[config.mk]
export PLATFORM = sky130hd
export DESIGN_NAME = ffba_ram
export DESIGN_NICKNAME = d
export VERILOG_FILES = /design/src/design/ffba_ram.sv
export SDC_FILE = /design/constraint.sdc
export NUM_CORES = 1
export LEC_CHECK = 0
export BUFFER_PORTS_ARGS = -buffer_cell sky130_fd_sc_hd__buf_4
export CAP_MARGIN = 20
export CORE_MARGIN = 10
export CORE_UTILIZATION = 35
export CTS_CLUSTER_SIZE = 24
export DETAILED_ROUTE_END_ITERATION = 8
export REMOVE_ABC_BUFFERS = 1
export SYNTH_ARGS = -nofsm -noshare
export SYNTH_HDL_FRONTEND = slang
export SYNTH_SLANG_ARGS = --single-unit
[constraint.sdc]
create_clock -name clk_i -period 6.31 [get_ports clk_i]
set_clock_uncertainty 0.2 [all_clocks]
set_input_delay 1.262 -clock clk_i [delete_from_list [all_inputs] [get_ports clk_i]]
set_output_delay 1.262 -clock clk_i [all_outputs]
set_load 0.005 [all_outputs]
[src/design/ffba_ram.sv]
// generic single-clock ram with one write port and one registered read port
module ffba_ram #(
  parameter int WIDTH = 8,
  parameter int DEPTH = 16
) (
  input  logic                     clk_i,
  input  logic                     we_i,
  input  logic [$clog2(DEPTH)-1:0] waddr_i,
  input  logic [WIDTH-1:0]         wdata_i,
  input  logic [$clog2(DEPTH)-1:0] raddr_i,
  output logic [WIDTH-1:0]         rdata_o
);

  logic [WIDTH-1:0] mem [DEPTH];
  logic [WIDTH-1:0] rdata_q;

  always_ff @(posedge clk_i) begin
    if (we_i) begin
      mem[waddr_i] <= wdata_i;
    end
    rdata_q <= mem[raddr_i];
  end

  assign rdata_o = rdata_q;

endmodule

# --- Word-level counts from Yosys, hierarchy flattened ---
# Memory sizes are Yosys's and may differ from the RTL's. A register that Yosys moved wholly into a read port is not among the register bits.
# Cells that the tools add are included.
classes:
  muxes: 2
op_table:
  columns: ["cell", "n"]
  rows:
  - ["$mux W1", 2]
totals:
  ram_bits: 128
  ff_bits: 0
  input_bits: 18
  out_inout_bits: 8
  memories: 1
  wordCells: 3
memory_table:
  columns: ["memory", "words", "width", "rd", "rd_ports_with_merged_regs", "wr", "line", "source"]
  rows:
  - ["mem", 16, 8, 1, 1, 1, "14", "logic [WIDTH-1:0] mem [DEPTH];"]

# --- Logic depth before layout (Yosys ltp) ---
# Gate-level depths: netlist of run 1.
logic_depth:
  word_depth: 2
  mapped_depth: 5
  depth_no_buf: 3

# --- Worst setup path before layout of run 1 ---
# OpenSTA, ideal clock, no wires.
synth_path:
  path_type: "input port to flip-flop"
  from: "input waddr_i[2]"
  to: "memory mem[0][0] (enable)"
  stages: 2
  path_slack_ns: 3.355
  n_path_buf: 0
  t_arrival_ns: 2.372
  path_cell_list: "or3b_2 > nor3_1"
synth_rtl:
  columns: ["item", "line", "source"]
  rows:
  - ["start, declared", "8", "input logic [$clog2(DEPTH)-1:0] waddr_i,"]
  - ["end, declared", "14", null]
# Straight into the memory's write port.

==> run summary, run 1 <==
per-cell routed wire length: 22.92 µm
met1 usage: 14.44%
GRT Max-Usage Layer: met2
Final TNS setup: 0 ns
Iteration-0 DRC Markers: 229
Layout fillers: 1291
Rel. slew slack: 42.34%
Max Fclk: 357.0 MHz
Ports: 26
Syn Area/Cell: 22.48 µm²
largest net degree at the start of global routing: 33
Final Max Slew Viols: 0
Crit path required time: 6.39 ns
post-place setup slack: 2.904 ns
R2R depth: 3
Die W: 141.3 µm
Synth cell types: 19
Final setup viols: 0
IO buf count: 25
GRT met3 Usage: 3.538%
# clock sinks: 136
first-pass GRT wire length: 15630 µm
vias in the first global route: 2447
HP Class: flop to flop
Ant. Diodes: 0
CTS tree: yes
drt first pass iters: 4
post-route setup slack: 3.509 ns
CTS buffer count: 17
GPL Wtd Cong: 0.7853
Final ANT Viol Nets: 0
Clk Latency, worst-skew pair: 0.41 ns
Buf/Inv on CP: 1
Tot GR Track Use: 10.95%
die height: 141.3 µm
total of max-cap violations: 0
unrepaired setup endpoints after global routing: false
CP endpoint kind: flop
register area share after synthesis: 77.78%
final net count: 285
critical path's largest stage delay: 0.63 ns
Max IR drop VDD: 0.2474 mV
Core Util, Final: 42.05%
fin crit period: 2.801 ns
Yosys warning total: 0
row count: 44
area delta synth->final: 18.28%
Vias per Instance: 5.108
R2R Path Start: mem[9][2]
WHS: 0.4783 ns
Core Region: 14480 µm²
Cells after Synth: 229
# H-tree levels: 4
CTS Hold Bufs: 0
crit share post-route: 44.39%
Critical Path AT: 2.88 ns
share of cells above drive strength 1: 28.57%
total congestion overflow: 0
worst-path cell chain: buf_4 > mux4_1 > a22oi_1 > nand2_1
CP startpoint kind: input pin
post-CTS sizing: 0
initial core utilization: 35.55%
CP startpoint: raddr_i[0]
Leak: 1.999 nW
Tightest Pin Transition: 0.8618 ns
final WL: 10630 µm
Synth Register Bits: 136
Post CTS Setup Buffer Count: 0
clock buffer depth: 2
die area: 19960 µm²
CP Class: input pin to flop
crit path capture: rdata_o[2]
reg2reg end: rdata_o[2]
outcome: completed
GR Util met2: 16.28%
Crit. path cell count: 4
CP top delay family: multiplexers
initial antenna violation count: 0
slowest CP cell: mux4_1
R2R Setup Slk: 4.64 ns
via count: 2370
DRC viols: 0
Syn Std Cell Area: 5147 µm²
placed wire-length estimate: 6679 µm
crit path max fanout: 32
Final Hold Vio Count: 0
total power draw: 2.063 mW
root buffer cell: clkbuf_16
Power Dens Cells: 338.8 nW/µm²
CTS clk-pin slew, worst paths: 0.06 ns
-- final cells by class --
| cell class | instances | area (µm²) | share of cell area [%] |
|---|---|---|---|
| timing repair buffer | 29 | 217.7 | 3.576 |
| clock buffer | 17 | 425.4 | 6.987 |
| tap | 184 | 230.2 | 3.781 |
| clock inverter | 15 | 153.9 | 2.528 |
| multi-input combinational | 83 | 1057 | 17.37 |
| sequential | 136 | 4004 | 65.76 |
-- flip-flops by register name, summed over array words and instances, names as in the netlist --
signal   flops
mem        128
rdata_o      8
-- cell usage after synthesis --
library cell / number / share of area, %
buf_2: 3 / 0.29
a22oi_1: 16 / 2.3
buf_4: 1 / 0.15
and2_1: 1 / 0.12
mux4_2: 18 / 7.9
mux4_1: 14 / 7.1
nor2_1: 13 / 0.95
or3b_2: 1 / 0.17
and2b_1: 1 / 0.15
buf_6: 3 / 0.66
clkdlybuf4s25_2: 3 / 0.58
nor2b_1: 1 / 0.12
nor3_1: 4 / 0.39
dfxtp_1: 8 / 3.1
nand3b_1: 2 / 0.29
nand2_1: 9 / 0.66
edfxtp_1: 128 / 75
nand2b_1: 2 / 0.24
nand3_1: 1 / 0.097
-- worst register-to-register path, cell delays in order (launching register included) --
cell and delay, ns:
edfxtp_1 0.35, mux4_1 0.51, a22oi_1 0.37, nand2_1 0.11
-- where the power goes --
group	internal (mW)	leakage, nW	switching (mW)
combinational	0.0424	0.511	0.0553
sequential	1.01	1.22	0.00734
clock	0.581	0.264	0.367
total	1.63	2.00	0.430
-- cells by family (layout without fill, tap and decap cells) --
| family | count (synthesis) | in the layout | share of synthesized area (%) |
|---|---|---|---|
| muxes | 32 | 32 | 15.02 |
| buffers and inverters | 10 | 61 | 1.677 |
| DFF | 136 | 136 | 77.78 |
| and+or+nand+nor | 35 | 35 | 3.184 |
| AOI/OAI and AO/OA | 16 | 16 | 2.334 |
-- placed cells by master (no fill, tap or decap) --
cell type / netlist / routed
edfxtp_1: 128 / 128
nand3_1: 1 / 1
mux4_2: 18 / 18
nor3_1: 4 / 4
nand2_1: 9 / 9
nor2b_1: 1 / 1
nand2b_1: 2 / 2
or3b_2: 1 / 1
clkbuf_16: 0 / 17
dfxtp_1: 8 / 8
bufinv_16: 0 / 2
buf_4: 1 / 28
nand3b_1: 2 / 2
mux4_1: 14 / 14
and2b_1: 1 / 1
and2_1: 1 / 1
clkinv_2: 0 / 3
clkbuf_4: 0 / 1
clkinv_4: 0 / 1
nor2_1: 13 / 13
clkinvlp_4: 0 / 7
inv_6: 0 / 2
a22oi_1: 16 / 16
-- metal layers --
| metal | up-vias | part of all wire [%] |
|---|---|---|
| met4 | 0 | 0.72 |
| met3 | 7 | 7.8 |
| met5 | - | 0 |
| li1 | 1050 | - |
| met2 | 87 | 48 |
| met1 | 1226 | 43 |
-- worst min-delay path by stage --
stage	depth (start not counted)	end	startpoint
floorplan	3	rdata_o[0]	mem[7][0]
global placement	3	rdata_o[5]	mem[3][5]
global route	3	rdata_o[4]	mem[14][4]
detailed placement	3	rdata_o[5]	mem[3][5]
finish	3	rdata_o[4]	mem[14][4]
CTS	3	rdata_o[4]	mem[14][4]
-- stage by stage --
step           instances  cell area, µm²
6_report             464            6088
5_1_grt              464            6088
4_1_cts              463            6081
3_5_place_dp         431            5502
3_3_place_gp         431            5502
2_1_floorplan        219            5061
Note: power is estimated with default switching activity, not from simulation.
==> inputs of run 2 (changes only) <==
==> constraint.sdc (replaced) <==
create_clock -name clk_i -period 2.59 [get_ports clk_i]
set_clock_uncertainty 0.2 [all_clocks]
set_input_delay 0.518 -clock clk_i [delete_from_list [all_inputs] [get_ports clk_i]]
set_output_delay 0.518 -clock clk_i [all_outputs]
set_load 0.005 [all_outputs]
==> run summary, run 2 (synthesis results as in run 1) <==
fin crit period: 1.849 ns
Final setup viols: 0
crit-path most repeated cell: buf_4
post-route setup slack: 0.7410 ns
worst-path cell chain: buf_4 > buf_4 > mux4_1 > a22oi_1 > nand2_1
initial antenna violation count: 0
final net count: 300
Final Max Slew Viols: 0
Power Dens Cells: 816.3 nW/µm²
Final TNS setup: 0 ns
CTS tree: yes
Core Util, Final: 42.96%
Placed Area: 5634 µm²
die area: 19960 µm²
GPL Wtd Cong: 0.6833
Crit path required time: 2.67 ns
CP startpoint kind: input pin
critical path's largest stage delay: 0.58 ns
post-place setup slack: 0.3061 ns
Ant. Diodes: 0
commonest non-fill, non-tap cell in the layout: edfxtp_1
drt first pass iters: 4
first-pass GRT wire length: 16100 µm
Leak: 2.095 nW
Critical Path AT: 1.93 ns
vias in the first global route: 2668
Final ANT Viol Nets: 0
CP Class: input pin to flop
# H-tree levels: 4
unrepaired setup endpoints after global routing: false
design area: 6220 µm²
Rel. slew slack: 55.54%
post-CTS sizing: 0
Post CTS Setup Buffer Count: 0
most frequent cells in the layout: edfxtp_1, buf_4, mux4_2
total power draw: 5.077 mW
Iteration-0 DRC Markers: 204
Tightest Pin Transition: 0.6644 ns
CTS clk-pin slew, worst paths: 0.06 ns
clock buffer depth: 2
root buffer cell: clkbuf_16
CP endpoint kind: flop
Max IR drop VDD: 0.4525 mV
die height: 141.3 µm
Biggest register: mem
CTS Hold Bufs: 0
final WL: 10220 µm
Layout fillers: 1254
crit share post-route: 71.39%
row count: 44
initial core utilization: 35.55%
Max Fclk: 540.8 MHz
HP Class: input pin to flop
DRC viols: 0
Clk Latency, worst-skew pair: 0.41 ns
crit path max fanout: 16
Core Region: 14480 µm²
Tot GR Track Use: 11.03%
outcome: completed
total of max-cap violations: 0
via count: 2437
largest net degree at the start of global routing: 33
Die W: 141.3 µm
area delta synth->final: 20.83%
IO buf count: 25
placed wire-length estimate: 6536 µm
max reg flops: 128
share of cells above drive strength 1: 31.29%
per-cell routed wire length: 21.39 µm
Ports: 26
Vias per Instance: 5.098
# clock sinks: 136
CTS buffer count: 17
slowest CP cell: mux4_1
total congestion overflow: 0
Final Hold Vio Count: 0
-- run 2: routing by layer --
metal | track usage, % | vias up | part of all wire (%)
met2 | 16.25 | 88 | 48
li1 | - | 1085 | -
met5 | 0 | - | 0
met1 | 14.52 | 1257 | 43
met3 | 4.039 | 7 | 8.3
met4 | 4.239 | 0 | 0.82
-- run 2: per-stage QoR --
step                      hold slack [ns]  instances
final                              0.2237        478
after detailed placement           0.4768        447
after global routing               0.2125        478
after floorplan                    0.4169        219
after global placement             0.4567        447
after CTS                          0.2151        478
-- run 2: power by group --
group          internal (mW)  switching (mW)
clock network           1.50           0.862
logic                  0.112           0.126
registers               2.46          0.0163
-- run 2: final timing paths --
kind                                  from          to  depth (start not counted)  slack (ns)
worst max-delay path            raddr_i[0]  rdata_o[5]                          5        0.74
worst min-delay path            wdata_i[0]  mem[10][0]                          1        0.22
worst max register to register   mem[9][1]  rdata_o[1]                          3        1.05
worst min register to register   mem[7][1]  rdata_o[1]                          3        0.48
-- run 2: area by class of cell --
class / count / area [µm²] / area share [%]
Sequential cell: 136 / 4004 / 64.37
Timing Repair Buffer: 44 / 342.8 / 5.512
Tap cell: 184 / 230.2 / 3.701
Multi-Input combinational cell: 83 / 1057 / 17.00
Clock inverter: 13 / 156.4 / 2.515
Clock buffer: 18 / 429.2 / 6.900
-- run 2: critical path: cells and delay by family --
kind	cells	cell delay [ns]
buf+inv	2	0.52
compound gates	1	0.21
simple gates	1	0.09
mux	1	0.58
==> inputs of run 3 (changes only) <==
==> constraint.sdc (replaced) <==
create_clock -name clk_i -period 1.9 [get_ports clk_i]
set_clock_uncertainty 0.2 [all_clocks]
set_input_delay 0.38 -clock clk_i [delete_from_list [all_inputs] [get_ports clk_i]]
set_output_delay 0.38 -clock clk_i [all_outputs]
set_load 0.005 [all_outputs]
==> run summary, run 3 (synthesis results as in run 1) <==
outcome: completed
Max Fclk: 652.3 MHz
die height: 141.3 µm
per-cell routed wire length: 20.32 µm
Core Util, Final: 43.54%
initial antenna violation count: 0
# H-tree levels: 4
critical path's largest stage delay: 0.40 ns
CP top delay family: flip-flops
CTS tree: yes
Sw Ratio: 19.61%
max reg flops: 128
DRC viols: 0
Rel. slew slack: 49.44%
Ant. Diodes: 0
R2R Path Start: mem[1][5]
total congestion overflow: 0
IO buf count: 25
unrepaired setup endpoints after global routing: false
Final Max Slew Viols: 0
Final setup viols: 0
initial core utilization: 35.55%
Worst Hold End: mem[12][5]
reg2reg end: rdata_o[5]
CP Class: flop to output port
most frequent cells in the layout: edfxtp_1, buf_4, mux4_2
Critical Path AT: 0.95 ns
CTS buffer count: 17
Comb power frac: 4.9%
crit share post-route: 80.68%
commonest non-fill, non-tap cell in the layout: edfxtp_1
Max IR drop VDD: 0.7001 mV
Biggest register: mem
WHS: 0.07781 ns
R2R Setup Slk: 0.38 ns
CP startpoint kind: flop
Power Dens Cells: 1099 nW/µm²
hold path depth: 1
clock buffer depth: 2
slowest CP cell: dfxtp_1
# clock sinks: 136
largest net degree at the start of global routing: 17
first-pass GRT wire length: 15120 µm
Final ANT Viol Nets: 0
row count: 44
post-CTS sizing: 0
Tot GR Track Use: 10.35%
Iteration-0 DRC Markers: 172
Final Hold Vio Count: 0
die area: 19960 µm²
placed wire-length estimate: 6560 µm
final WL: 9896 µm
Leak: 2.147 nW
Buf/Inv on CP: 1
Tightest Pin Transition: 0.7568 ns
via count: 2402
total of max-cap violations: 0
cell internal pwr: 5.568 mW
share of cells above drive strength 1: 32.67%
Crit path required time: 1.32 ns
R2R depth: 3
CTS clk-pin slew, worst paths: 0.06 ns
Ports: 26
drt first pass iters: 4
sequential share of power: 48.8%
clock share of power: 46.3%
Net Switching: 1.358 mW
GPL Wtd Cong: 0.7400
fin crit period: 1.533 ns
CTS Hold Bufs: 0
root buffer cell: clkbuf_16
worst-path cell chain: buf_4
Post CTS Setup Buffer Count: 0
crit path max fanout: 1
CP endpoint kind: output port
Min-Delay Startpoint: wdata_i[5]
Clk Latency, worst-skew pair: 0.41 ns
HP Class: input pin to flop
Vias per Instance: 4.932
Core Region: 14480 µm²
area delta synth->final: 22.48%
Die W: 141.3 µm
final net count: 308
vias in the first global route: 2608
-- run 3: power by group through the flow --
stage	registers [mW]	logic, mW	clock network [mW]
6_report	3.38	0.340	3.21
5_1_grt	3.38	0.370	3.42
4_1_cts	3.38	0.348	3.27
3_5_place_dp	3.44	0.346	0
3_3_place_gp	3.44	0.341	0
2_1_floorplan	3.43	0.134	0
-- run 3: per-stage QoR --
stage	setup TNS, ns	cell area [µm²]	cells	setup slack [ns]	total power, mW
floorplan	-1.383	5061	219	-0.1729	3.567
global placement	-0.06284	5719	455	-0.05896	3.780
detailed placement	-0.1101	5719	455	-0.05563	3.786
CTS	0	6305	487	0.3628	6.994
global route	0	6305	487	0.3239	7.168
finish	0	6305	487	0.3671	6.926
-- run 3: cell type report --
type / count / area (µm²)
multi-input cells: 83 / 1057
flip-flops and latches: 136 / 4004
repair buffers: 52 / 427.9
well taps: 184 / 230.2
clock buffers: 18 / 429.2
fillers: 1268 / 8174
clock inverters: 14 / 156.4
-- run 3: worst max path at each step --
stage / startpoint / to / cells after the start
2_1_floorplan: waddr_i[2] / mem[0][0] / 2
4_1_cts: mem[0][6] / rdata_o[6] / 3
6_report: rdata_o[2] / rdata_o[2] / 1
3_3_place_gp: raddr_i[0] / rdata_o[0] / 5
5_1_grt: raddr_i[0] / rdata_o[0] / 5
3_5_place_dp: raddr_i[0] / rdata_o[0] / 5
-- run 3: layer usage --
metal  routed length [µm]  vias to the layer above  global-route usage [%]
met4                  159                        0                   4.239
met5                    0                        -                       0
met1                 4453                     1243                   12.94
met3                  590                       10                   4.139
li1                     -                     1095                       -
met2                 4693                       54                   15.67
