`src/design/ffba_pkg.sv`:
```
// shared types and constants of the first-fit block allocator
package ffba_pkg;

  localparam int MAX_BLOCKS    = 64;
  localparam int GRANULE_SHIFT = 12;
  localparam int AW            = $clog2(MAX_BLOCKS);
  localparam int CW            = $clog2(MAX_BLOCKS + 1);

  localparam logic [32:0] GRAN_MASK = 33'((64'd1 << GRANULE_SHIFT) - 64'd1);

  localparam logic [7:0] REG_POOL_BASE  = 8'd0;
  localparam logic [7:0] REG_POOL_BYTES = 8'd1;

  localparam logic [1:0] MODE_ALLOC = 2'd0;
  localparam logic [1:0] MODE_FREEH = 2'd1;
  localparam logic [1:0] MODE_FREEO = 2'd2;
  localparam logic [1:0] MODE_INFO  = 2'd3;

  localparam logic [1:0] ST_OK       = 2'd0;
  localparam logic [1:0] ST_NOFIT    = 2'd1;
  localparam logic [1:0] ST_FULL     = 2'd2;
  localparam logic [1:0] ST_NOTFOUND = 2'd3;

  typedef struct packed {
    logic [31:0] start;
    logic [31:0] length;
    logic        in_use;
    logic [4:0]  owner;
    logic [15:0] handle;
  } entry_t;

  typedef struct packed {
    logic [1:0]  status;
    logic [31:0] granted_addr;
    logic [31:0] granted_bytes;
    logic [15:0] granted_handle;
    logic [31:0] bytes_used;
    logic [31:0] pool_total;
  } res_t;

  typedef struct packed {
    logic [1:0]  mode;
    logic [31:0] request_bytes;
    logic [4:0]  owner_id;
    logic [15:0] block_handle;
  } req_t;

endpackage

```
`src/design/ffba_ctrl.sv`:
```
// sequencer that scans, splits, frees and merges the block table in ram
module ffba_ctrl (
  input  logic                  clk_i,
  input  logic                  rst_ni,
  input  logic                  req_valid_i,
  output logic                  req_ready_o,
  input  ffba_pkg::req_t        req_i,
  input  logic                  rebuild_i,
  output logic                  idle_o,
  input  logic [31:0]           pool_base_i,
  input  logic [31:0]           pool_bytes_i,
  output logic                  we_o,
  output logic [ffba_pkg::AW-1:0] waddr_o,
  output ffba_pkg::entry_t      wdata_o,
  output logic [ffba_pkg::AW-1:0] raddr_o,
  input  ffba_pkg::entry_t      rdata_i,
  output logic                  res_valid_o,
  input  logic                  res_ready_i,
  output ffba_pkg::res_t        res_o
);
  import ffba_pkg::*;

  typedef enum logic [3:0] {
    S_REBUILD, S_IDLE, S_SCAN, S_SHIFT, S_WRHI, S_WRLO, S_MERGE, S_FLUSH, S_RESP
  } state_e;

  state_e      state_q, state_d;
  logic [CW-1:0] count_q, count_d, iss_q, iss_d, chk_q, chk_d, fi_q, fi_d, w_q, w_d;
  logic        rv_q, rv_d, found_q, found_d, cv_q, cv_d, byh_q, byh_d;
  logic [31:0] used_q, used_d, size_q, size_d;
  logic [15:0] nh_q, nh_d, key_q, key_d;
  logic [4:0]  owner_q, owner_d;
  entry_t      fe_q, fe_d, cur_q, cur_d;
  logic [1:0]  status_q, status_d;
  logic [31:0] addr_q, addr_d, bytes_q, bytes_d, total_q, total_d;
  logic [15:0] hout_q, hout_d;

  always_comb begin
    logic [32:0] rs;
    logic [32:0] base;
    logic [32:0] offs;
    logic [33:0] lim;
    logic [31:0] len;
    logic        match;
    entry_t      em;
    state_d  = state_q;
    count_d  = count_q;
    iss_d    = iss_q;
    chk_d    = chk_q;
    fi_d     = fi_q;
    w_d      = w_q;
    rv_d     = rv_q;
    found_d  = found_q;
    cv_d     = cv_q;
    byh_d    = byh_q;
    used_d   = used_q;
    size_d   = size_q;
    nh_d     = nh_q;
    key_d    = key_q;
    owner_d  = owner_q;
    fe_d     = fe_q;
    cur_d    = cur_q;
    status_d = status_q;
    addr_d   = addr_q;
    bytes_d  = bytes_q;
    total_d  = total_q;
    hout_d   = hout_q;
    we_o     = 1'b0;
    waddr_o  = '0;
    wdata_o  = '0;
    raddr_o  = iss_q[AW-1:0];
    rs       = '0;
    base     = '0;
    offs     = '0;
    lim      = '0;
    len      = '0;
    match    = 1'b0;
    em       = rdata_i;
    case (state_q)
      S_REBUILD: begin
        base = ({1'b0, pool_base_i} + GRAN_MASK) & ~GRAN_MASK;
        offs = base - {1'b0, pool_base_i};
        if (!base[32] && offs < {1'b0, pool_bytes_i}) begin
          len = pool_bytes_i - offs[31:0];
          lim = {1'b0, base} + {2'b0, len};
          if (lim > 34'h1_0000_0000) begin
            len = 32'd0 - base[31:0];
          end
        end
        we_o     = 1'b1;
        waddr_o  = '0;
        wdata_o  = '{start: base[31:0], length: len, in_use: 1'b0, owner: '0, handle: '0};
        count_d  = CW'(1);
        used_d   = '0;
        state_d  = S_IDLE;
      end
      S_IDLE: begin
        if (rebuild_i) begin
          state_d = S_REBUILD;
        end else if (req_valid_i) begin
          addr_d  = '0;
          bytes_d = '0;
          hout_d  = '0;
          total_d = '0;
          found_d = 1'b0;
          iss_d   = '0;
          rv_d    = 1'b0;
          w_d     = '0;
          cv_d    = 1'b0;
          owner_d = req_i.owner_id;
          case (req_i.mode)
            MODE_ALLOC: begin
              rs = ({1'b0, req_i.request_bytes} + GRAN_MASK) & ~GRAN_MASK;
              size_d = rs[31:0];
              if (rs == '0 || rs[32]) begin
                status_d = ST_NOFIT;
                state_d  = S_RESP;
              end else begin
                state_d = S_SCAN;
              end
            end
            MODE_FREEH: begin
              byh_d   = 1'b1;
              key_d   = req_i.block_handle;
              state_d = S_MERGE;
            end
            MODE_FREEO: begin
              byh_d   = 1'b0;
              key_d   = {11'd0, req_i.owner_id};
              state_d = S_MERGE;
            end
            default: begin
              total_d  = pool_bytes_i;
              status_d = ST_OK;
              state_d  = S_RESP;
            end
          endcase
        end
      end
      S_SCAN: begin
        if (iss_q < count_q) begin
          rv_d  = 1'b1;
          chk_d = iss_q;
          iss_d = iss_q + CW'(1);
        end else begin
          rv_d = 1'b0;
        end
        if (rv_q) begin
          if (!rdata_i.in_use && rdata_i.length >= size_q) begin
            fe_d  = rdata_i;
            fi_d  = chk_q;
            iss_d = count_q;
            rv_d  = 1'b0;
            if (rdata_i.length > size_q) begin
              if (count_q >= CW'(MAX_BLOCKS)) begin
                status_d = ST_FULL;
                state_d  = S_RESP;
              end else begin
                state_d = S_SHIFT;
              end
            end else begin
              state_d = S_WRLO;
            end
          end else if (chk_q == count_q - CW'(1)) begin
            status_d = ST_NOFIT;
            state_d  = S_RESP;
          end
        end
      end
      S_SHIFT: begin
        if (rv_q) begin
          we_o    = 1'b1;
          waddr_o = chk_q[AW-1:0];
          wdata_o = rdata_i;
        end
        if (iss_q > fi_q + CW'(1)) begin
          raddr_o = AW'(iss_q - CW'(1));
          chk_d   = iss_q;
          iss_d   = iss_q - CW'(1);
          rv_d    = 1'b1;
        end else begin
          rv_d = 1'b0;
          if (!rv_q) begin
            state_d = S_WRHI;
          end
        end
      end
      S_WRHI: begin
        we_o    = 1'b1;
        waddr_o = AW'(fi_q + CW'(1));
        wdata_o = '{start: fe_q.start + size_q, length: fe_q.length - size_q,
                    in_use: 1'b0, owner: '0, handle: '0};
        count_d = count_q + CW'(1);
        state_d = S_WRLO;
      end
      S_WRLO: begin
        we_o     = 1'b1;
        waddr_o  = fi_q[AW-1:0];
        wdata_o  = '{start: fe_q.start, length: size_q, in_use: 1'b1,
                     owner: owner_q, handle: nh_q};
        used_d   = used_q + size_q;
        addr_d   = fe_q.start;
        bytes_d  = size_q;
        hout_d   = nh_q;
        nh_d     = (nh_q == 16'hFFFF) ? 16'd1 : nh_q + 16'd1;
        status_d = ST_OK;
        state_d  = S_RESP;
      end
      S_MERGE: begin
        if (iss_q < count_q) begin
          rv_d  = 1'b1;
          chk_d = iss_q;
          iss_d = iss_q + CW'(1);
        end else begin
          rv_d = 1'b0;
        end
        if (rv_q) begin
          match = rdata_i.in_use && key_q != '0 && !(byh_q && found_q) &&
                  (byh_q ? (rdata_i.handle == key_q)
                         : ({11'd0, rdata_i.owner} == key_q));
          if (match) begin
            em.in_use = 1'b0;
            em.owner  = '0;
            em.handle = '0;
            used_d    = used_q - rdata_i.length;
            found_d   = 1'b1;
          end
          if (cv_q && !cur_q.in_use && !em.in_use) begin
            cur_d.length = cur_q.length + em.length;
          end else begin
            if (cv_q) begin
              we_o    = 1'b1;
              waddr_o = w_q[AW-1:0];
              wdata_o = cur_q;
              w_d     = w_q + CW'(1);
            end
            cur_d = em;
            cv_d  = 1'b1;
          end
          if (chk_q == count_q - CW'(1)) begin
            rv_d    = 1'b0;
            state_d = S_FLUSH;
          end
        end
      end
      S_FLUSH: begin
        we_o     = 1'b1;
        waddr_o  = w_q[AW-1:0];
        wdata_o  = cur_q;
        count_d  = w_q + CW'(1);
        status_d = found_q ? ST_OK : ST_NOTFOUND;
        state_d  = S_RESP;
      end
      S_RESP: begin
        if (res_ready_i) begin
          state_d = S_IDLE;
        end
      end
      default: state_d = S_IDLE;
    endcase
  end

  always_ff @(posedge clk_i or negedge rst_ni) begin
    if (!rst_ni) begin
      state_q  <= S_REBUILD;
      count_q  <= CW'(1);
      iss_q    <= '0;
      chk_q    <= '0;
      fi_q     <= '0;
      w_q      <= '0;
      rv_q     <= 1'b0;
      found_q  <= 1'b0;
      cv_q     <= 1'b0;
      byh_q    <= 1'b0;
      used_q   <= '0;
      nh_q     <= 16'd1;
    end else begin
      state_q  <= state_d;
      count_q  <= count_d;
      iss_q    <= iss_d;
      chk_q    <= chk_d;
      fi_q     <= fi_d;
      w_q      <= w_d;
      rv_q     <= rv_d;
      found_q  <= found_d;
      cv_q     <= cv_d;
      byh_q    <= byh_d;
      used_q   <= used_d;
      nh_q     <= nh_d;
    end
  end

  always_ff @(posedge clk_i) begin
    size_q   <= size_d;
    key_q    <= key_d;
    owner_q  <= owner_d;
    fe_q     <= fe_d;
    cur_q    <= cur_d;
    status_q <= status_d;
    addr_q   <= addr_d;
    bytes_q  <= bytes_d;
    total_q  <= total_d;
    hout_q   <= hout_d;
  end

  assign idle_o      = (state_q == S_IDLE);
  assign req_ready_o = (state_q == S_IDLE) && !rebuild_i;
  assign res_valid_o = (state_q == S_RESP);
  assign res_o       = '{status: status_q, granted_addr: addr_q, granted_bytes: bytes_q,
                         granted_handle: hout_q, bytes_used: used_q,
                         pool_total: total_q};

endmodule

```
`config.mk`:
```
export PLATFORM = sky130hd
export DESIGN_NAME = ffba_ctrl
export DESIGN_NICKNAME = d
export VERILOG_FILES = /design/src/design/ffba_pkg.sv /design/src/design/ffba_ctrl.sv
export SDC_FILE = /design/constraint.sdc
export NUM_CORES = 1
export LEC_CHECK = 0
export BUFFER_PORTS_ARGS = -buffer_cell sky130_fd_sc_hd__buf_2
export CORE_MARGIN = 8
export CORE_UTILIZATION = 38
export CTS_CLUSTER_SIZE = 20
export DETAILED_ROUTE_END_ITERATION = 7
export PLACE_DENSITY_LB_ADDON = 0.12
export SYNTH_ARGS = -nofsm -noshare
export SYNTH_HDL_FRONTEND = slang
export SYNTH_SLANG_ARGS = --single-unit
```
`constraint.sdc`:
```
create_clock -name clk_i -period 9.9 [get_ports clk_i]
set_input_delay 1.485 -clock clk_i [delete_from_list [all_inputs] [get_ports clk_i]]
set_output_delay 1.485 -clock clk_i [all_outputs]
set_load 0.01 [all_outputs]
```
# Word-level counts from Yosys, hierarchy flattened
# Cells that the tools add are included.
# classes
reduce_logical,49
n_eq_ne,33
muxes,93
bitwise_logic,2
n_lt_le_gt_ge,7
addsub,18
# ops
operator,n
$pmux W86 S6,1
$mux W86,4
$mux W32,7
$pmux W32 S2,2
$add A32 B32 Y32,3
$pmux W32 S3,1
$sub A32 B32 Y32,3
$mux W7,11
$add A32 B12 Y33 const B,2
$mux W22,3
$pmux W16 S2,2
$mux W4,13
$mux W16,3
$mux W6,6
$add A33 B32 Y34,1
$gt A34 B33 Y1 const B,1
$logic_not A33 Y1,1
$lt A33 B32 Y1,1
$sub A33 B32 Y33,1
$ge A32 B32 Y1,1
$gt A32 B32 Y1,1
$sub A1 B32 Y32 const A,1
$pmux W6 S5,1
$add A7 B1 Y7 const B,4
50 further kinds,128
# totals
inputBits,210
ff_bits,396
out_inout_bits,248
wordCells,229

# Logic depth before layout (Yosys ltp)
# Gate-level depths: netlist of the first run.
# depth
depth_word,12
ltp_mapped,37

# Worst setup path after synthesis of the first run
# No wires, ideal clock.
# synth_path
kind,input-to-output
startpoint,input port pool_base_i[11]
endpoint,output port wdata_o[53] in the netlist's numbering
stages,34
n_path_buf,2
path_slack_ns,-0.068
t_arrival_ns,8.483
path_cell_list,or4_4 -> buf_2 -> o31ai_1 -> inv_1 -> ha_1 -> xnor2_1 -> nor2_1 -> a221oi_2 -> or2_1 -> nor2_1 -> nor2_1 -> o221ai_1 -> xnor2_1 -> ha_1 -> and2_1 -> nand2_1 -> o21ai_0 -> o2bb2ai_1 -> o21a_1 -> o31ai_1 -> o21bai_1 -> a21oi_1 -> xnor2_1 -> ha_1 -> and3_1 -> a221oi_1 -> a21boi_0 -> o21bai_1 -> or3_1 -> o31ai_1 -> o21bai_2 -> buf_4 -> nor2_1 -> o31ai_1
# synth_rtl
item,line,text
start: declaration,ffba_ctrl.sv:10,"input logic [31:0] pool_base_i,"
end: declaration,ffba_ctrl.sv:14,"output ffba_pkg::entry_t wdata_o,"

==> results of run 1 <==
[critical path, delay by kind of cell]
family,cells,cell delay [ps]
mux,2,390
fa+ha+maj,3,830
compound gates,10,1600
xor+xnor,2,390
buf+inv,12,1640
simple gates,10,2200
[registers in the layout (all words and copies together), names as in the netlist]
| register | flops |
|---|---|
| total_q | 32 |
| size_q | 20 |
| w_q | 7 |
| rv_q | 1 |
| chk_q | 7 |
| count_q | 7 |
| used_q | 32 |
| bytes_q | 20 |
| state_q | 4 |
| nh_q | 16 |
| key_q | 16 |
| hout_q | 16 |
| found_q | 1 |
| iss_q | 7 |
| fe_q | 64 |
| fi_q | 7 |
| byh_q | 1 |
| status_q | 2 |
| owner_q | 5 |
| addr_q | 32 |
| cur_q | 86 |
| cv_q | 1 |
[what timing repair did]
item / 4_1_cts / 5_1_grt
setup endpoints to repair: 32 / 32
setup buffers: 25 / 18
gates resized for setup: 83 / 125
cloned: 1 / 1
pin swaps: 59 / 113
hold buffers: 0 / 0
[cell families (layout without fill, tap and decap cells)]
| family | count (synthesis) | count (layout) |
|---|---|---|
| AND/OR/NAND/NOR | 1028 | 1028 |
| AO/OA/AOI/OAI | 868 | 868 |
| buffers and inverters | 386 | 1071 |
| flip-flops | 384 | 384 |
| adder cells (fa/ha/maj) | 275 | 275 |
| XOR/XNOR | 257 | 257 |
| multiplexers | 53 | 53 |
| other | 1 | 28 |
[synthesized netlist by cell type (9+ instances only)]
library cell / n
edfxtp_1: 293
or2_2: 14
xor2_1: 114
nand3_1: 83
mux2_2: 20
inv_1: 264
dfrtp_1: 89
a221oi_1: 38
nor2_1: 228
and4_1: 10
o21ai_0: 184
and2_1: 117
o31ai_1: 23
o21bai_1: 24
and3_1: 36
nor3b_1: 10
a22oi_1: 16
nor3_1: 66
nor2b_1: 40
a21oi_1: 168
o221ai_1: 13
or3_1: 30
nand4_1: 40
a221o_1: 32
clkbuf_1: 90
mux2i_1: 33
nor4_1: 30
o21ai_2: 12
a21o_1: 69
o31a_1: 11
a211oi_1: 28
o211ai_1: 28
ha_1: 268
a222oi_1: 31
a211o_1: 18
xnor2_1: 143
buf_2: 9
nand2_1: 254
a31oi_1: 21
o21a_1: 43
nand2b_1: 36
o22ai_1: 15
buf_4: 15
[through the flow]
step,setup TNS [ps],utilization (%),cell area [um^2],cells
final,-2530,48.5,38200,5014
after global routing,-10220,48.4,38100,5005
after CTS,-4.65,47.3,37200,4979
after detailed placement,-11380,44.4,35000,4861
after global placement,-8140,44.4,35000,4861
after floorplan,0,-,30200,3263
[cell usage in the layout, fill, tap and decap left out, types with 69 or more instances in the layout]
| cell type | synthesis | routed |
|---|---|---|
| a21o_1 | 69 | 69 |
| a21oi_1 | 168 | 155 |
| and2_1 | 117 | 114 |
| buf_2 | 9 | 438 |
| buf_4 | 15 | 249 |
| dfrtp_1 | 89 | 89 |
| edfxtp_1 | 293 | 293 |
| ha_1 | 268 | 247 |
| inv_1 | 264 | 261 |
| nand2_1 | 254 | 245 |
| nand3_1 | 83 | 80 |
| nor2_1 | 228 | 217 |
| o21ai_0 | 184 | 182 |
| xnor2_1 | 143 | 127 |
| xor2_1 | 114 | 106 |
[worst min path at each step]
stage,from,to,slack (ps),depth (start not counted)
after detailed placement,nh_q[14],nh_q[14],500,1
final,nh_q[14],nh_q[14],510,1
after global placement,nh_q[14],nh_q[14],500,1
after global routing,nh_q[14],nh_q[14],530,1
after floorplan,nh_q[14],nh_q[14],460,1
after CTS,nh_q[14],nh_q[14],510,1
[layer usage]
layer | global-route usage (%) | wire [um] | share of wire, %
met3 | 5.23 | 8640 | 7.6
met4 | 6.99 | 3560 | 3.1
met2 | 41.9 | 54900 | 48
met1 | 30.7 | 46900 | 41
met5 | 0 | 68 | 0.060
[power groups by stage]
| stage | registers (W) | logic [W] | clock network [W] |
|---|---|---|---|
| CTS | 0.00173 | 0.00133 | 0.00184 |
| global placement | 0.00177 | 0.00123 | 0 |
| detailed placement | 0.00177 | 0.00122 | 0 |
| global route | 0.00173 | 0.00162 | 0.00190 |
| finish | 0.00173 | 0.00149 | 0.00179 |
| floorplan | 0.00177 | 0.000696 | 0 |
[final cells by class]
cell class | count | area (um^2)
Antenna cell | 16 | 40.0
Clock buffer | 69 | 1400
Clock inverter | 23 | 210
Fill cell | 7540 | 40600
Inverter | 266 | 998
Multi-Input combinational cell | 2493 | 18700
Sequential cell | 384 | 11100
Tap cell | 1050 | 1310
Timing Repair Buffer | 713 | 4410
==> metrics, run 1 <==
status=finished with violations; failing checks=setup timing; Die Width=298 um; drt drc=0; CP Max Fanout=5; setup ws final=-163 ps; Root Buffer=clkbuf_16; Reg clk slew, reported paths=60 ps; CTS Buf Count=49; Rows=103; maximum VDD drop=110 uV; area share of and/or/nand/nor cells after synthesis=17.2%; GPL Wtd Cong=0.963; number of antenna violations at the first check in global routing=24; Slew @ Worst Pin=1140 ps; NumNets Final=4392; top post-synthesis cells by area=edfxtp_1 29%, ha_1 11%, dfrtp_1 7.4%; number of synthesized flops with an enable pin=293; sequential share of power=34.5%; Routed WL per cell=22.7 um; 1st-iter DRT viols=1715; R2R Path End=fe_q[74]; CP Data Required Time=8420 ps; Synth Area in Adders=11.6%; crit start category=input port; worst hold margin=512 ps; Overall Power=0.00502 W; Yosys reg bits=384; clk sink count=384; largest net degree at the start of global routing=63; PwrDens=132 nW/um^2; R2R setup slack=5410 ps; Static Leak=17.0 nW; R2R cell count=10; HP Class=flip-flop to flip-flop; Final Skew=28.2 ps; Core ar.=78700 um^2; switching share of total power=30.7%; routed vias/inst=5.52; first-pass iteration count of the detailed router=6; ANT nets after route=0; Crit Path Class=input port to primary output; htree depth=2; Comb pwr share=29.8%; Worst Path Arrival=8580 ps; Slowest-stage cell, CP=or4_4; Post-Route WL=114000 um; syn avg cell area=9.27 um^2; compound-gate portion of the synthesized area=20.1%; final setup vio count=29; pre-CTS WS=-472 ps; Seq/Total Area, Yosys=36.7%; post-synthesis cell type count=100; first-pass GRT wire length=169000 um; hpwl dp=88300 um; area fraction of the dominant cell type after synthesis=29.2%; post-synthesis mux area share=1.84%; Die Area=88600 um^2; Net Sw Power=0.00154 W; TritonCTS clock tree=built; count of pins over their slew limit=0; crit path to=wdata_o[45]; PortBufs=445; P_int=0.00348 W; largest family of logic cells by synthesized area=compound AO/OA/AOI/OAI gates; clock buffer depth=3; clock latency on the worst-skew pair=630 ps; maximum capacitance violations=0; Critical Path Max Stage Delay=620 ps; Tcrit/Tclk final=102%; Die Span Y=298 um; Mapped Area=30200 um^2; Max Clock Freq=99.4 MHz; total vias in the final route=27700; reg2reg start=size_q[24]; RSZ-0062 raised after global routing=yes; vias in the first global route=27500; CP startpoint=pool_base_i[7]; critical path endpoint category=primary output; relative slew slack=23.7%; Layout area overhead=26.6%; Initial Utilization=38.3%; final hold viol count=0; synth warn=0; Main synth FF type=edfxtp_1; ys async rst share=23.7%; GRT Overall Usage=24.4%; gr ovfl total=0; Cells after Synth=3252; critical path's most frequent cell=buf_6; Final min period=10060 ps; layout cells sized above 1=25.6%; clock share of power=35.7%; Post-Synth XOR/XNOR Area=7.47%; Synth area leader=edfxtp_1; Boundary Pins=458
Note: power is estimated with default switching activity, not from simulation.
==> inputs of run 2 (changes only) <==
--- a/config.mk
+++ b/config.mk
@@ -6,6 +6,7 @@
 export NUM_CORES = 1
 export LEC_CHECK = 0
 export BUFFER_PORTS_ARGS = -buffer_cell sky130_fd_sc_hd__buf_2
+export CORE_ASPECT_RATIO = 2
 export CORE_MARGIN = 8
 export CORE_UTILIZATION = 38
 export CTS_CLUSTER_SIZE = 20
==> metrics, run 2 (synthesis results as in run 1) <==
routed vias/inst=5.60 (+1.4%); hpwl dp=96800 um (+9.6%); crit start category=input port; Rows=146 (+42%); R2R setup slack=4990 ps (-420 ps); crit path buf inv count=7 (-5); Slowest-stage cell, CP=or4_4; Crit Path Class=input port to primary output; CP Max Fanout=5 (unchanged); hold depth=1 (unchanged); layout cells sized above 1=25.3% (-0.27 points); PwrDens=128 nW/um^2 (-2.3%); GPL Wtd Cong=0.980 (+1.7%); Initial Utilization=38.2% (-0.084 points); register area=11100 um^2 (unchanged); Static Leak=17.0 nW (-0.14%); Die Area=89200 um^2 (+0.62%); Root Buffer=clkbuf_16; first-pass iteration count of the detailed router=7 (+1); HP Class=flip-flop to flip-flop; first-pass GRT wire length=181000 um (+6.9%); largest register by flop count=cur_q; R2R Path End=w_q[6]; most common cell after layout, fill and taps aside=buf_2; Worst Path Arrival=8560 ps (-20 ps); max reg flops=86 (unchanged); ANT nets after route=0 (unchanged); area of the multi-input gates=18500 um^2 (-1.3%); Critical Path Max Stage Delay=610 ps (about the same); critical path endpoint category=primary output; Filler Cells Inserted=7751 (+2.8%); Final min period=10050 ps (-16.0 ps); clk sink count=384 (unchanged); Die Span Y=414 um (+39%); failing checks=setup timing; RSZ-0062 raised after global routing=yes; drt drc=0 (unchanged); Tcrit/Tclk final=101% (-0.16 points); largest net degree at the start of global routing=67 (+6.3%); final hold viol count=0 (unchanged); maximum capacitance violations=0 (unchanged); Overall Power=0.00487 W (-3.1%); Boundary Pins=458 (unchanged); relative slew slack=14.6% (-9.2 points); gr ovfl total=0 (unchanged); largest registers=cur_q (86), fe_q (64); Hold EP=nh_q[14]; Layout area overhead=25.6%; Post-Route WL=123000 um (+7.5%); maximum VDD drop=143 uV (+30%); Routed WL per cell=24.4 um (+7.4%); clock latency on the worst-skew pair=600 ps (-30 ps); count of pins over their slew limit=0 (unchanged); Core ar.=78900 um^2 (+0.22%); Placed Instances=4883 (+0.45%); Die Width=215 um (-28%); Reg clk slew, reported paths=60 ps (about the same); CTS Buf Count=41 (-16%); pre-CTS WS=-628 ps (-156 ps); number of antenna violations at the first check in global routing=20 (-17%); Max Clock Freq=99.5 MHz (+0.16%); R2R cell count=11 (+1); Slew @ Worst Pin=1280 ps (+138 ps); vias in the first global route=29500 (+7.5%); Final Skew=34.1 ps (+5.92 ps); GRT Overall Usage=26.4% (+2.0 points); reg2reg start=state_q[0]; htree depth=2 (unchanged); total vias in the final route=28100 (+1.4%); post-route insts no fill=5016 (+0.040%); 1st-iter DRT viols=1688 (-1.6%); TritonCTS clock tree=built; critical path's most frequent cell=buf_6; setup ws final=-147 ps (+16.0 ps); most frequent cells in the layout=438 x buf_2, 293 x edfxtp_1, 285 x buf_4; PortBufs=445 (unchanged); CP Data Required Time=8420 ps (about the same); Hold Startpoint=nh_q[14]; NumNets Final=4418 (+0.59%); final setup vio count=31 (+6.9%); status=finished with violations; crit-path leading delay family=simple AND/OR/NAND/NOR gates; clock buffer depth=3 (unchanged)
-- run 2: cell types whose count changed in the layout (fill, tap and decap cells not counted), sizes merged --
cell / previous run / this run
buf: 713 / 746
bufinv: 1 / 4
clkbuf: 69 / 59
clkinv: 21 / 12
clkinvlp: 1 / 2
diode: 16 / 14
-- run 2: through the flow --
stage                     hold slack [ps]  setup TNS (ps)  instance area [um^2]  util (%)
final                                 507           -2200                 37900      48.0
after global routing                  544          -12540                 37900      48.0
after global placement                490          -15420                 35200      44.6
after floorplan                       459               0                 30200         -
after CTS                             508           -4300                 37200      47.2
after detailed placement              496          -17800                 35200      44.6
-- run 2: worst max-delay path by stage --
| stage | to | from | cells after the start | slack [ps] |
|---|---|---|---|---|
| final | wdata_o[52] | pool_base_i[11] | 36 | -150 |
| after global routing | wdata_o[41] | pool_base_i[11] | 39 | -450 |
| after CTS | wdata_o[52] | pool_base_i[4] | 36 | -180 |
| after detailed placement | wdata_o[45] | pool_base_i[1] | 36 | -630 |
| after global placement | wdata_o[42] | pool_base_i[1] | 36 | -530 |
| after floorplan | wdata_o[53] | pool_base_i[7] | 32 | 9 |
-- run 2: final cells by class --
type	instances	share of cell area, %
multi-input cells	2493	48.8
repair buffers	747	12.3
clock inverters	18	0.575
flip-flops and latches	384	29.2
inverters	266	2.64
diodes	14	0.0925
well taps	1036	3.42
clock buffers	58	2.99
-- run 2: where the power goes --
| group | leakage (nW) | internal [W] | switching [W] |
|---|---|---|---|
| Combinational | 12.5 | 0.000716 | 0.000781 |
| Sequential | 3.80 | 0.00173 | 0.00000000119 |
| Clock | 0.647 | 0.000909 | 0.000729 |
-- run 2: layer usage --
layer  track usage [%]  part of all wire, %  up-vias
met5                 0                0.072        -
met4              14.6                  6.1       14
met3              5.54                  6.1      284
met2              49.4                   52      919
met1              26.8                   36    13500
li1                  -                    -    13300
-- run 2: repair_timing --
item,CTS,global route
pin swaps,59,99
buffers inserted,24,20
hold buffers,0,0
gates resized for setup,96,73
endpoints found under the hold margin,0,0
endpoints found under the setup margin,32,32
cloned,0,1
-- run 2: worst register-to-register path: stages, from the launching register on --
cell	delay [ps]
dfrtp_1	620
inv_1	370
nand2_1	150
nor2_1	710
nand2_1	410
inv_1	170
buf_4	510
and2_2	240
buf_4	680
o22ai_1	520
o21ai_0	260
o21ai_0	110
